[src/design/empq_pkg.sv]
`timescale 1ns / 1ps
`default_nettype none

package empq_pkg;

  localparam int CAPACITY = 256;
  localparam int IDX_W    = $clog2(CAPACITY);
  localparam int STEPS    = 4096;
  localparam int STEP_W   = $clog2(STEPS + 1);

  localparam int OP_W     = 2;
  localparam int KIND_W   = 2;
  localparam int WEIGHT_W = 31;
  localparam int VALUE_W  = 31;
  localparam int DL_W     = 13;

  localparam logic [OP_W-1:0]   OP_IDLE    = 2'd0;
  localparam logic [OP_W-1:0]   OP_INSERT  = 2'd1;
  localparam logic [OP_W-1:0]   OP_EXTRACT = 2'd2;

  localparam logic [KIND_W-1:0] KIND_PLAIN    = 2'd0;
  localparam logic [KIND_W-1:0] KIND_EXPIRING = 2'd1;
  localparam logic [KIND_W-1:0] KIND_REWEIGHT = 2'd2;

  typedef struct packed {
    logic [WEIGHT_W-1:0] weight;
    logic [WEIGHT_W-1:0] later_weight;
    logic [VALUE_W-1:0]  payload;
    logic [DL_W-1:0]     deadline;
    logic [KIND_W-1:0]   kind;
    logic [STEP_W-1:0]   age;
  } slot_entry_t;

  typedef struct packed {
    logic             clear;
    logic             valid;
    logic [IDX_W-1:0] idx;
  } scan_ctl_t;

  typedef struct packed {
    logic             have;
    logic [IDX_W-1:0] best_idx;
    logic [VALUE_W-1:0] best_payload;
    logic             have_free;
    logic [IDX_W-1:0] free_idx;
  } scan_res_t;

endpackage

`default_nettype wire

[src/design/empq_select.sv]
`timescale 1ns / 1ps
`default_nettype none

module empq_select import empq_pkg::*; (
  input  wire logic        clk,
  input  wire logic        rst,
  input  wire scan_ctl_t   ctl,
  input  wire logic        live,
  input  wire slot_entry_t entry,
  input  wire logic [STEP_W-1:0] step,
  output scan_res_t        res
);

  logic                occupied;
  logic                reached;
  logic [WEIGHT_W-1:0] cur_weight;
  logic                better;
  logic [WEIGHT_W-1:0] best_weight;
  logic [STEP_W-1:0]   best_age;

  // Deadline reached: step at or past the stored deadline.
  assign reached    = step >= STEP_W'(entry.deadline);
  assign occupied   = live && !(entry.kind == KIND_EXPIRING && reached);
  assign cur_weight = (entry.kind == KIND_REWEIGHT && reached) ? entry.later_weight
                                                                : entry.weight;
  // Strict compare keeps the lowest index on a full tie.
  assign better = !res.have || (cur_weight < best_weight) ||
                  (cur_weight == best_weight && entry.age < best_age);

  always_ff @(posedge clk) begin
    if (ctl.valid && occupied && better) begin
      res.best_idx     <= ctl.idx;
      res.best_payload <= entry.payload;
      best_weight      <= cur_weight;
      best_age         <= entry.age;
    end
    if (ctl.valid && !occupied && !res.have_free) begin
      res.free_idx <= ctl.idx;
    end
    if (rst || ctl.clear) begin
      res.have      <= 1'b0;
      res.have_free <= 1'b0;
    end else if (ctl.valid) begin
      if (occupied && better) begin
        res.have <= 1'b1;
      end
      if (!occupied && !res.have_free) begin
        res.have_free <= 1'b1;
      end
    end
  end

endmodule

`default_nettype wire

[config.mk]
export PLATFORM = sky130hd
export DESIGN_NAME = empq_select
export DESIGN_NICKNAME = d
export VERILOG_FILES = /design/src/design/empq_pkg.sv /design/src/design/empq_select.sv
export SDC_FILE = /design/constraint.sdc
export NUM_CORES = 1
export LEC_CHECK = 0
export BUFFER_PORTS_ARGS = -buffer_cell sky130_fd_sc_hd__buf_2
export CORE_ASPECT_RATIO = 0.75
export CORE_MARGIN = 5
export CORE_UTILIZATION = 44
export DETAILED_ROUTE_END_ITERATION = 8
export GPL_TIMING_DRIVEN = 0
export PLACE_DENSITY = 0.77
export SLEW_MARGIN = 20
export SYNTH_ARGS = -nofsm -noshare
export SYNTH_HDL_FRONTEND = slang
export SYNTH_SLANG_ARGS = --single-unit
export TNS_END_PERCENT = 5
[constraint.sdc]
create_clock -name clk -period 5 [get_ports clk]
set_input_delay 0.25 -clock clk [delete_from_list [all_inputs] [get_ports clk]]
set_output_delay 0.25 -clock clk [all_outputs]
set_load 0.02 [all_outputs]
==> results.md <==
- Status: completed
- Crit share post-route: 0.927
- Prevailing post-synth register cell: edfxtp_1
- Reg-to-reg startpoint: best_weight[30]
- Post-DP HPWL: 8.01 mm
- Commonest non-fill, non-tap cells in the layout: buf_2 (195), edfxtp_1 (91), inv_1 (56), ha_1 (56), mux2_2 (31)
- Worst skew pair latency: 0.33 ns
- Hold path start: entry[55]
- Top cells by area, synth: edfxtp_1 (59%), ha_1 (15%), mux2_2 (7.5%)
- Setup_tns: 0 ns
- Die area: 12,700 um^2
- Vias in the first global route: 3,506
- Number of buffers created by CTS: 9
- CTS Root Cell: clkbuf_16
- Total track usage: 0.159
- Startpoint types: input port
- Initial antenna violation count: 0
- Top cell type's share of synthesized area: 0.589
- DR DRC count: 0
- Area of placed instances: 5810 um^2
- # rows: 32
- Worst relative slew slack: 0.492
- Synth Register Bits: 93
- Leakage: 2.87 nW
- Gpl congestion: 0.779
- Final setup margin: 0.367 ns
- Routed length on met1: 4.08 mm
- Flip-flop and latch area: 2770 um^2
- WL met3: 1.05 mm
- First-pass iteration count of the detailed router: 4
- Global-route wire length before repair: 16.0 mm
- Hold Slack: 0.0901 ns
- Die Y: 98.9 um
- Worst Setup SP: entry[15]
- # IOs: 196
- RSZ-0062 raised after global routing: no
- CTS max path bufs: 2
- CTS Sinks: 93
- Grt ovf: 0
- Register area share after synthesis: 0.598
- H-tree depth: 3
- DP Worst Slack: -0.406 ns
- P per Cell Area: 301 nW/um^2
- Starting DRT DRC Count: 113
- Layout cells sized above 1: 0.458
- Asr flop ratio synth: 0
- Design area: 6130 um^2
- Max rail drop VDD: 0.231 mV
- Critical path fanouts, max: 44
- Critical path class: in -> reg
- Netlist cell types: 35
- Pin count of the biggest net entering global routing: 45
- Most common cell after layout, fill and taps aside: buf_2
- Die X: 129 um
- Crit path required time: 5.01 ns
- Fmax: 0.216 GHz
- Syn avg cell area: 14.1 um^2
- Area grow syn2layout: 32.2%
- Min Tclk post-route: 4.63 ns
- CTS tree: yes
- DR WL/cell: 14.7 um
- Top Layer Used: met4
- Syn_nets: 532
- CP Data Arrival Time: 4.65 ns
- Initial Util: 0.451
- Syn Inst Count: 329
- Final hold violations: 0
- EDFF count, synth: 91
- Total Wirelength: 10.0 mm
- Max-slew violations: 0
- Clk_skew: 0.00449 ns
- Area of the core: 10,300 um^2
- NumNets Final: 742
- WL met2: 4.78 mm
- Mapped Area: 4640 um^2
- Post-route ant nets: 0
- Vias/cell: 4.78
- Max-cap viol count: 0
- Clock transition at the registers of the reported paths: 0.06 ns
- Vias: 3,255
- Area leader, netlist: edfxtp_1
- Slew @ Worst Pin: 0.761 ns
- Ys Warns: 0
- Multi-input logic area: 1640 um^2
- Reg2Reg Depth: 9
- Hold crit path type: in -> reg
- WHS Path Cells: 1
- Filler Cell Count: 840
- Critical Path End Type: register
- Input/output buffers: 195
- Final Setup Violations: 0
layer usage:
metal  vias to the layer above  global-route usage
li1                       1648                   -
met1                      1492               0.184
met2                       108               0.267
met3                         7              0.0737
met4                         0              0.0428
met5                         -                   0
cell type report:
class,instances,area share
diodes,1,0.000408
multi-input cells,178,0.267
plain buffers,3,0.00551
clock buffers,10,0.0374
well taps,136,0.0278
clock inverters,6,0.0102
flip-flops and latches,93,0.452
repair buffers,198,0.165
inverters,56,0.0343
kinds of logic (layout without fill, tap and decap cells):
family | Yosys count | in the layout | share of synthesized area
compound gates | 50 | 51 | 0.0702
fa+ha+maj | 56 | 56 | 0.151
buf+inv | 59 | 273 | 0.0526
flops | 93 | 93 | 0.598
mux | 32 | 32 | 0.0774
other cells | 0 | 1 | 0
simple gates | 39 | 39 | 0.0507
state kept, by name (all words and copies together), names as in the netlist:
register,cells
best_age,13
best_weight,31
res,49
synth_stat cells, types with 3 or more instances:
cell type,instances
ha_1,56
a21o_1,11
inv_1,56
nand2_1,5
and2_1,3
nand4_1,11
o21ai_0,5
buf_6,3
a21oi_1,20
edfxtp_1,91
a211oi_1,3
mux2_2,31
nand3_1,6
nor2_1,5
stage by stage:
stage / utilization / std cells / total power, W
final: 0.596 / 681 / 0.00185
after global routing: 0.595 / 680 / 0.00194
after CTS: 0.594 / 678 / 0.00187
after detailed placement: 0.565 / 661 / 0.00120
after global placement: 0.562 / 660 / 0.00119
after floorplan: - / 329 / 0.00109
power by group:
group / switching (W) / internal, W
Clock: 0.000274 / 0.000387
Combinational: 0.000144 / 0.000128
Sequential: 0.00000868 / 0.000904
Total: 0.000427 / 0.00142
critical path, cell delays in order:
cell and delay [ns]:
buf_2 0.10, ha_1 0.26, nand2b_1 0.09, a21o_1 0.10, a21oi_1 0.06, o311a_1 0.40
nor4b_4 0.27, buf_4 0.20, buf_6 0.17, mux2_2 0.37, ha_1 0.31, nand4_1 0.12
or2_2 0.33, nor3_1 0.38, nand4_1 0.20, o21ai_1 0.28, o211a_4 0.42, buf_12 0.29
repair_timing:
action,CTS,global route
gates cloned,1,0
endpoints found under the hold margin,0,0
hold buffers,0,0
buffers inserted,0,2
endpoints found under the setup margin,44,64
pin swaps,1,1
resized for setup,0,1
final timing paths:
| check | end | slack, ns |
|---|---|---|
| max | best_weight[14] | 0.37 |
| min | res[36] | 0.09 |
| max reg2reg | best_weight[14] | 1.96 |
| min reg2reg | res[8] | 0.51 |
No activity file was read; power rests on OpenSTA's default activity.
